[src/rtl/top_k_mean_curvature_select_macros.svh]
// Assertion macros for the RTL file that checks its own logic.
// Both macros expect signals named clk and rst_n in the scope of use.
`ifndef TOP_K_MEAN_CURVATURE_SELECT_MACROS_SVH
`define TOP_K_MEAN_CURVATURE_SELECT_MACROS_SVH

// The property must hold at every rising clock edge outside reset.
`define TKMC_ASSERT(label, prop, msg) \
    label: assert property (@(posedge clk) disable iff (!rst_n) prop) \
        else $error(msg);

// The condition must never be true outside reset.
`define TKMC_NEVER(label, cond, msg) \
    label: assert property (@(posedge clk) disable iff (!rst_n) !(cond)) \
        else $error(msg);

`endif

[src/rtl/tkmc_pkg.sv]
package tkmc_pkg;

    localparam int KEEP_W = 11;
    localparam int CURV_W = 24;
    localparam int INDEX_W = 10;
    localparam int MAX_POINTS_DEF = 1024;

    localparam logic [KEEP_W-1:0] KEEP_RESET = 11'd16;

    // Operation codes of an input word.
    localparam logic OP_LOAD = 1'b0;
    localparam logic OP_READ = 1'b1;

    // Status of the scan unit toward the controller.
    typedef struct packed {
        logic done;
        logic found;
    } scan_status_t;

endpackage

[src/rtl/tkmc_scan.sv]
module tkmc_scan #(
    parameter int MAX_POINTS = tkmc_pkg::MAX_POINTS_DEF
) (
    input  logic                                              clk,
    input  logic                                              rst_n,
    input  logic                                              start,
    input  logic [$clog2(MAX_POINTS + 1)-1:0]                 count,
    output logic                                              rd_en,
    output logic [((MAX_POINTS > 1) ? $clog2(MAX_POINTS) : 1)-1:0] rd_addr,
    input  logic [tkmc_pkg::CURV_W:0]                         rd_data,
    output tkmc_pkg::scan_status_t                            status,
    output logic [((MAX_POINTS > 1) ? $clog2(MAX_POINTS) : 1)-1:0] best_idx,
    output logic signed [tkmc_pkg::CURV_W-1:0]                best_val
);

    localparam int ADDR_W = (MAX_POINTS > 1) ? $clog2(MAX_POINTS) : 1;
    localparam int CNT_W = $clog2(MAX_POINTS + 1);
    localparam int CURV_W = tkmc_pkg::CURV_W;

    logic                      active_reg, active_next;
    logic [CNT_W-1:0]          issue_idx_reg, issue_idx_next;
    logic                      pend_reg, pend_next;
    logic                      found_reg, found_next;
    logic [ADDR_W-1:0]         pend_idx_reg;
    logic [ADDR_W-1:0]         best_idx_reg;
    logic signed [CURV_W-1:0]  best_val_reg;
    logic                      issuing;
    logic                      done;
    logic                      better;
    logic signed [CURV_W-1:0]  rd_mean;

    assign rd_mean = rd_data[CURV_W-1:0];
    assign issuing = active_reg && (issue_idx_reg < count);
    assign done = active_reg && !issuing && !pend_reg;

    // Strict compare keeps the earlier index when two means are equal.
    assign better = pend_reg && !rd_data[CURV_W]
                    && (!found_reg || (rd_mean > best_val_reg));

    always_comb
    begin
        active_next = active_reg;
        issue_idx_next = issue_idx_reg;
        found_next = found_reg;
        pend_next = issuing;
        if (start)
        begin
            active_next = 1'b1;
            issue_idx_next = '0;
            found_next = 1'b0;
        end
        else
        begin
            if (done)
            begin
                active_next = 1'b0;
            end
            if (issuing)
            begin
                issue_idx_next = issue_idx_reg + CNT_W'(1);
            end
            if (better)
            begin
                found_next = 1'b1;
            end
        end
    end

    always_ff @(posedge clk or negedge rst_n)
    begin
        if (!rst_n)
        begin
            active_reg <= 1'b0;
            issue_idx_reg <= '0;
            pend_reg <= 1'b0;
            found_reg <= 1'b0;
        end
        else
        begin
            active_reg <= active_next;
            issue_idx_reg <= issue_idx_next;
            pend_reg <= pend_next;
            found_reg <= found_next;
        end
    end

    always_ff @(posedge clk)
    begin
        if (issuing)
        begin
            pend_idx_reg <= issue_idx_reg[ADDR_W-1:0];
        end
        if (better)
        begin
            best_idx_reg <= pend_idx_reg;
            best_val_reg <= rd_mean;
        end
    end

    assign rd_en = issuing;
    assign rd_addr = issue_idx_reg[ADDR_W-1:0];
    assign status.done = done;
    assign status.found = found_reg;
    assign best_idx = best_idx_reg;
    assign best_val = best_val_reg;

endmodule

[config.mk]
export PLATFORM = sky130hd
export DESIGN_NAME = tkmc_scan
export DESIGN_NICKNAME = d
export VERILOG_FILES = /design/src/rtl/top_k_mean_curvature_select_macros.svh /design/src/rtl/tkmc_pkg.sv /design/src/rtl/tkmc_scan.sv
export SDC_FILE = /design/constraint.sdc
export NUM_CORES = 1
export LEC_CHECK = 0
export ABC_CLOCK_PERIOD_IN_PS = 4500
export BUFFER_PORTS_ARGS = -buffer_cell sky130_fd_sc_hd__buf_2
export CORE_AREA = 2 2 112 114
export DETAILED_ROUTE_END_ITERATION = 6
export DIE_AREA = 0 0 114 116
export PLACE_DENSITY_LB_ADDON = 0.12
export SYNTH_ARGS = -nofsm -noshare
export SYNTH_HDL_FRONTEND = slang
export SYNTH_SLANG_ARGS = --single-unit
[constraint.sdc]
create_clock -name clk -period 4.5 [get_ports clk]
set_input_delay 0.225 -clock clk [delete_from_list [all_inputs] [get_ports clk]]
set_output_delay 0.225 -clock clk [all_outputs]
set_load 0.02 [all_outputs]
==> results.md, run 1 <==
- The required time of the critical path is 4.52 ns.
- Dividing total power by cell area gives a power density of 410.4 nW/um2.
- The residual antenna-violating net count after detailed routing is 0.
- For this run, the number of standard cells in the final layout without fillers is 481.
- The worst-skew pair later-pin latency is ~0.33 ns.
- The detailed router finished its first iteration with 71 violations.
- The number of DRC violations after detailed routing is 0.
- Summed over all nets, the half-perimeter wirelength after detailed placement is 4939 um.
- The total count of max-transition violations in the final report is 0.
- The final hold violation count is 0.
- The flow ran to the end, and the final reports show no timing, DRC or antenna violations.
- The number of levels in the clock H-tree is 3.
- The via count of the first global-routing pass was roughly 2000.
- In this run the clock root is driven by a sky130_fd_sc_hd__clkbuf_16.
- The initial standard-cell utilization of the core is between 20% and 30%.
- The quantity of hold-fixing buffers added after cts is 1.
- The top cell type by area accounts for 45.28% of the synthesized area.
- For the pin with the worst max-slew slack, the measured transition is 0.7211 ns.
- The worst setup path is of the reg2reg kind.
- The peak supply drop is 152.5 uV.
- The cell count after placement is 464.
- For this design, the slowest cell found on the critical path is sky130_fd_sc_hd__a21oi_4.
- The average via count per standard cell is 4.254.
- Of the synthesized area, sequential elements account for 57.29%.
- The setup violation total in the final timing report is 0.
- At the end of the flow the core is filled with cells to 31.70%.
- From bottom edge to top edge, the die measures 116 um.
- The number of clock buffers added by TritonCTS is 9.
- Together, buffers and inverters on the worst path number 2.
- The final hold slack is roughly 0.09 ns.
- The total congestion overflow is 0.
- The relative area change from synthesis to final layout is 29.42%.
- The static leakage is 1.818 nW.
- Before CTS, the worst setup slack after placement is 1.290 ns.
- In this run the tool buffered the top-level ports with 85 buffer cells.
- Clock skew on the completed layout was measured at 0.006000 ns.
- The initial antenna violation count is 0.
- Along the worst path, the maximum fanout reaches 21.
- The number of sinks driven by the clock tree is 58.
- The first global-routing pass estimated 10530 um of wire.
- The tightest min-delay check is of the in2reg type.
- Entering global routing, the biggest net connects 22 pins.
- The worst slew slack as a fraction of its limit is 51.82%.
- The area inside the core boundary is 11910 um2.
- During synthesis, Yosys emitted a total of 0 warnings.
- The max-cap check violation count is 0.
- The data arrival time of the critical path is 3.18 ns.
- In this run, distinct cell masters in the synthesized netlist total 34.
- The gate family responsible for the most delay along the worst path is compound AO/OA/AOI/OAI gates.
- Timing would allow up to around 0.32 GHz.
- The placed standard-cell area is around 3400 um2.
- The worst reg-to-reg setup slack is 1.33 ns.
- Post-CTS repair changed the size of 0 cells.
- The setup TNS after final layout is 0 ns.
- The flip-flop count of the largest register, all copies and words added is 24.
- Sorting the synthesized cells by area gives the leading types as sky130_fd_sc_hd__edfxtp_1 (45%), sky130_fd_sc_hd__ha_1 (15%), sky130_fd_sc_hd__dfrtp_1 (12%).
- The cell area that synthesis handed to floorplanning was 2918 um2.
- A synthesized cell averages between 10 and 15 um2.
- The net count of the mapped netlist is 319.
- The die covers between 10000 and 15000 um2.
- The detailed-route wire length is ~6600 um.
- The layout cell share with drive strength beyond 1 is 30.84%.
- The longest clock path from root to sink contains 2 buffers.
- Setup repair after global routing left no endpoint under its margin.
- The clock slew at the register clock pins of the worst setup and hold paths is 0.05 ns.
- The power after layout is between 1.5 and 2 mW.
- The worst setup slack after layout is 1.332 ns.
- STA classifies the critical path endpoint as a register.
- The final-stage net count is a little over 400.
- The post-CTS setup-driven buffer insertion count is 0.
- The repair_antennas step left the layout with diodes totalling 0.
- Subtracting the final worst setup slack from the clock period gives around 3.2 ns.
- The worst stage delay on the critical path is 0.61 ns.
- The clock tree from TritonCTS is done.
- The global-route total usage across every layer is between 10 and 15%.
- Of all cell types, the one taking the most synthesized area is sky130_fd_sc_hd__edfxtp_1.
- Walking the worst path, the cells encountered are inv_1, ha_1, nand4_1, nor4_1, a21oi_1, o21ai_0, a31oi_1, xnor2_1, a21oi_4, buf_4.
- The share of the clock period used by the worst path after layout is 70.40%.
- The per-cell routed wire length is 13.65 um.
- After technology mapping, the gate count stands at 245.
- 86 I/O pins were placed.
- In this run the core area contains 40 standard-cell rows.
- The number of storage elements in the synthesis netlist is 58.
- The number of vias after detailed routing is about 2000.
- The routability congestion estimate is a little over 0.7.
- Once layout is done, the placed cells without fillers occupy between 3000 and 4000 um2.
- From left edge to right edge, the die measures 114 um.
- The first-pass detailed-route iteration total is 4.
- The nature of the critical path startpoint is a register.
==> final timing paths <==
check,cells past startpoint,to,start
max,10,best_val[6],best_val[23]
min,1,best_val[10],rd_data[10]
max reg2reg,10,best_val[6],best_val[23]
min reg2reg,0,best_idx[7],pend_idx_reg[7]
max in group asynchronous,2,found_reg,rst_n
min in group asynchronous,2,issue_idx_reg[10],rst_n
==> synth_stat cells (all sizes together) <==
library cell,instances
edfxtp,44
inv,37
ha,35
a21oi,17
nor2,16
dfrtp,14
nand2,14
buf,13
o21ai,10
nand4,8
xnor2,6
nand3,4
nor3,4
xor2,4
a211oi,2
nand2b,2
nor2b,2
a211o,1
a21o,1
a31oi,1
and3,1
and4,1
clkbuf,1
nor3b,1
nor4,1
o2111ai,1
o211a,1
o211ai,1
or3,1
or3b,1
==> final cells by class <==
cell class | instances | area [um2]
fillers | 1255 | 8135
flip-flops and latches | 58 | 1672
clock inverters | 6 | 80.08
multi-input cells | 136 | 1020
inverters | 37 | 138.9
well taps | 147 | 183.9
clock buffers | 10 | 239.0
repair buffers | 87 | 442.9
==> layout by cell type, fill, tap and decap left out, types with 2 or more instances in the layout <==
master and count:
sky130_fd_sc_hd__nor2b_1 2, sky130_fd_sc_hd__bufinv_16 2, sky130_fd_sc_hd__o21ai_0 9, sky130_fd_sc_hd__xor2_1 4
sky130_fd_sc_hd__buf_2 85, sky130_fd_sc_hd__inv_1 37, sky130_fd_sc_hd__ha_1 35, sky130_fd_sc_hd__xnor2_1 6
sky130_fd_sc_hd__dfrtp_1 14, sky130_fd_sc_hd__edfxtp_1 44, sky130_fd_sc_hd__nand4_1 8, sky130_fd_sc_hd__clkinv_1 2
sky130_fd_sc_hd__nor3_1 4, sky130_fd_sc_hd__nand3_1 4, sky130_fd_sc_hd__nor2_1 16, sky130_fd_sc_hd__nand2_1 14
sky130_fd_sc_hd__a21oi_1 16, sky130_fd_sc_hd__clkbuf_16 9
==> routing by layer <==
| metal | GRT usage (%) | up-vias | part of all wire (%) |
|---|---|---|---|
| met5 | 0 | - | 0 |
| met4 | 5.854 | 0 | 2.7 |
| met3 | 3.347 | 15 | 6.4 |
| met2 | 15.83 | 69 | 42 |
| met1 | 13.96 | 940 | 49 |
| li1 | - | 1022 | - |
==> kinds of logic (layout without fill, tap and decap cells) <==
kind of cell    after synthesis  count (layout)  synth area share [%]
compound gates               35              35                 6.990
xor+xnor                     10              10                 3.002
fa+ha+maj                    35              35                 15.01
buf+inv                      51             140                 8.147
flops                        58              58                 57.29
simple gates                 56              56                 9.563
==> worst reg2reg max path: cells and delay by family, from the launching register on <==
kind                     cells  cell delay, ns
adder cells (fa/ha/maj)      1            0.34
XOR/XNOR                     1            0.20
AO/OA/AOI/OAI                4            0.93
flip-flops                   1            0.35
buffers and inverters        2            0.41
AND/OR/NAND/NOR              2            0.64
==> report_power, final <==
group / leakage [nW] / switching (mW) / internal (mW) / total (mW)
Sequential: 0.635 / 0.0161 / 0.614 / 0.631
Clock: 0.154 / 0.239 / 0.494 / 0.734
Combinational: 1.03 / 0.117 / 0.0688 / 0.185
Total: 1.82 / 0.372 / 1.18 / 1.55
Power figures use the tool's default switching activity.
==> run 2: changes to the inputs <==
ABC_CLOCK_PERIOD_IN_PS = 2800   (was 4500)
clock period = 2.8 ns   (was 4.5 ns; I/O delays follow)
==> results.md, run 2 (same netlist as run 1, synthesis figures left out) <==
- The relative area change from synthesis to final layout is 33.96% (was 29.42%).
- The port buffer count is 85 (unchanged).
- The post-route cell area came to 3909 um2 (was 3776 um2).
- The per-cell routed wire length is 13.35 um (was 13.65 um).
- The setup TNS after final layout is 0 ns (unchanged).
- The worst-skew pair later-pin latency is 0.32 ns (was 0.33 ns).
- The maximum number of pins on one net before global-route repair came to 18 (was 22).
- The total congestion overflow is 0 (unchanged).
- The power after layout is 2.503 mW (was 1.550 mW).
- The buffer levels on the longest clock path is 2 (unchanged).
- The via count of the first global-routing pass is 1990 (was 2044).
- The gate family responsible for the most delay along the worst path was compound AO/OA/AOI/OAI gates (unchanged).
- The switching share of total power is 23.80% (was 24.01%).
- The initial standard-cell utilization of the core is 24.50% (unchanged).
- The number of buffers and inverters on the critical path is 3 (was 2).
- The detailed-route wire length came to 6621 um (was 6568 um).
- The placed wire-length estimate came to 5135 um (was 4939 um).
- The total count of max-transition violations in the final report is 0 (unchanged).
- Most frequent cells in the layout: sky130_fd_sc_hd__buf_2 (85), sky130_fd_sc_hd__edfxtp_1 (44), sky130_fd_sc_hd__inv_1 (36) (was sky130_fd_sc_hd__buf_2 (85), sky130_fd_sc_hd__edfxtp_1 (44), sky130_fd_sc_hd__inv_1 (37)).
- Setup repair after global routing missed its margin: no (unchanged).
- The layout cell share with drive strength beyond 1 is 33.52% (was 30.84%).
- The routability congestion estimate is 0.7611 (was 0.7103).
- The horizontal die dimension is 114 um (unchanged).
- The peak supply drop was 250.1 uV (was 152.5 uV).
- The library cell contributing the largest single delay on the critical path is sky130_fd_sc_hd__or3b_4 (was sky130_fd_sc_hd__a21oi_4).
- The floorplan row count is 40 (unchanged).
- The net switching component of the power came to 0.5956 mW (was 0.3720 mW).
- The first-pass detailed-route iteration total is 4 (unchanged).
- The relative contribution of combinational cells to total power is 12.4% (was 12.0%).
- The nature of the critical path endpoint is a primary output (was register).
- The CTS root buffer is sky130_fd_sc_hd__clkbuf_16 (unchanged).
- The clock skew after layout is 0.006286 ns (was 0.006000 ns).
- The number of DRC violations after detailed routing is 0 (unchanged).
- The die extent in y is 116 um (unchanged).
- The static leakage was 1.892 nW (was 1.818 nW).
- The worst slew slack as a fraction of its limit was 77.05% (was 51.82%).
- The post-CTS setup-driven buffer insertion count is 0 (unchanged).
- The max-cap check violation count is 0 (unchanged).
- The sequential group share of total power is 40.4% (was 40.7%).
- The number of antenna cells inserted is 0 (unchanged).
- The worst stage delay on the critical path was 0.45 ns (was 0.61 ns).
- The flip-flop count of the largest register, all copies and words added is 24 (unchanged).
- The global-route total usage across every layer is 10.48% (was 10.70%).
- The transition time at the pin with the least slew margin is 0.3414 ns (was 0.7211 ns).
- Worst-path cell chain: ha_1, a211oi_1, o21ai_0, o211a_1, or3b_4, inv_2, buf_4, buf_2 (was inv_1, ha_1, nand4_1, nor4_1, a21oi_1, o21ai_0, a31oi_1, xnor2_1, a21oi_4, buf_4).
- The number of sinks driven by the clock tree is 58 (unchanged).
- The power density normalized to cell area is 640.3 nW/um2 (was 410.4 nW/um2).
- The required time of the critical path is 2.66 ns (was 4.52 ns).
- The initial antenna violation count came to 0 (unchanged).
- The share of the clock period used by the worst path after layout is 92.14%.
- The number of DRC markers in iteration 0 is 133 (was 71).
- The commonest non-fill, non-tap cell in the layout is sky130_fd_sc_hd__buf_2 (unchanged).
- The placed standard-cell area is 3536 um2 (was 3447 um2).
- The number of vias after detailed routing is 2052 (was 2046).
- The setup violation total in the final timing report is 0 (unchanged).
- The area enclosed by the die boundary was 13220 um2 (unchanged).
- The clock group share of total power is 47.2% (was 47.3%).
- The type of the worst setup path is reg2out (was reg2reg).
- The number of levels in the clock H-tree is 3 (unchanged).
- The first-pass GRT wire length was 10410 um (was 10530 um).
- Run status: finished, final reports clean (unchanged).
- The average via count per standard cell was 4.137 (was 4.254).
- The residual antenna-violating net count after detailed routing is 0 (unchanged).
- The nature of the critical path startpoint is a register (unchanged).
- The data arrival time of the critical path is 2.44 ns (was 3.18 ns).
- The maximum net fanout on the critical path came to 7 (was 21).
- The path class of the lowest-slack min-delay path is in2reg (unchanged).
- The final-stage net count came to 418 (was 403).
- Based on the critical path, the design can be clocked at up to 0.3876 GHz.
- The design internal power was 1.907 mW (was 1.177 mW).
- The clock slew at the register clock pins of the worst setup and hold paths was 0.05 ns (about the same).
- The shortest clock period the worst path allows after layout is 2.580 ns.
- The CTS buffer count is 9 (unchanged).
- The area inside the core boundary is 11910 um2 (unchanged).
- The final hold violation count was 0 (unchanged).
- The I/O pin total came to 86 (unchanged).
- The clock tree from TritonCTS was done (unchanged).
==> run 2: final timing paths <==
path | start | end | slack, ns | cells after the start
setup / recovery | issue_idx_reg[4] | rd_en | 0.22 | 8
hold / removal | rd_data[11] | best_val[11] | 0.01 | 1
setup reg to reg | best_val[23] | best_val[3] | 0.36 | 10
hold reg to reg | pend_idx_reg[2] | best_idx[2] | 0.42 | 0
max in group asynchronous | rst_n | issue_idx_reg[0] | 2.31 | 2
min in group asynchronous | rst_n | issue_idx_reg[3] | 0.24 | 2
==> run 2: metal layers <==
layer / vias to the layer above / track usage [%] / routed length [um]
met4: 0 / 4.878 / 89
li1: 1049 / - / -
met2: 73 / 15.00 / 2734
met3: 8 / 3.609 / 548
met1: 922 / 14.22 / 3249
met5: - / 0 / 0
==> run 2: worst register-to-register path, stage by stage (launching register included) <==
cell	delay, ns
sky130_fd_sc_hd__edfxtp_1	0.34
sky130_fd_sc_hd__inv_1	0.05
sky130_fd_sc_hd__ha_1	0.34
sky130_fd_sc_hd__nand4_1	0.15
sky130_fd_sc_hd__nor4_2	0.40
sky130_fd_sc_hd__a21oi_1	0.11
sky130_fd_sc_hd__o21ai_0	0.08
sky130_fd_sc_hd__a31oi_1	0.07
sky130_fd_sc_hd__xnor2_1	0.18
sky130_fd_sc_hd__a21oi_4	0.13
sky130_fd_sc_hd__buf_4	0.27
==> run 2: layout make-up <==
| class | count | area, um2 |
|---|---|---|
| Inverter | 37 | 138.9 |
| Fill cell | 1238 | 8003 |
| Timing Repair Buffer | 102 | 565.5 |
| Sequential cell | 58 | 1672 |
| Clock inverter | 5 | 77.57 |
| Tap cell | 147 | 183.9 |
| Multi-Input combinational cell | 136 | 1028 |
| Clock buffer | 11 | 242.7 |
==> run 2: power by group through the flow <==
stage	Clock, mW	Combinational (mW)	Sequential [mW]
floorplan	0	0.137	1.08
global placement	0	0.315	1.03
detailed placement	0	0.313	1.03
CTS	1.21	0.320	1.01
global route	1.26	0.351	1.02
finish	1.18	0.311	1.01
==> run 2: what timing repair did <==
item	4_1_cts	5_1_grt
endpoints found under the setup margin	0	1
resized for setup	0	2
hold buffers	5	0
hold endpoints to repair	18	0
==> run 2: per-stage QoR <==
stage,utilization [%],cells,setup WS [ns],hold WS [ns]
after global routing,32.82,496,0.03898,0.0003742
after global placement,29.68,475,0.3774,0.06745
after floorplan,-,245,0.05697,-0.1556
after detailed placement,29.68,475,0.3387,0.06626
after CTS,32.79,496,0.02137,0.001377
final,32.82,496,0.2201,0.01216
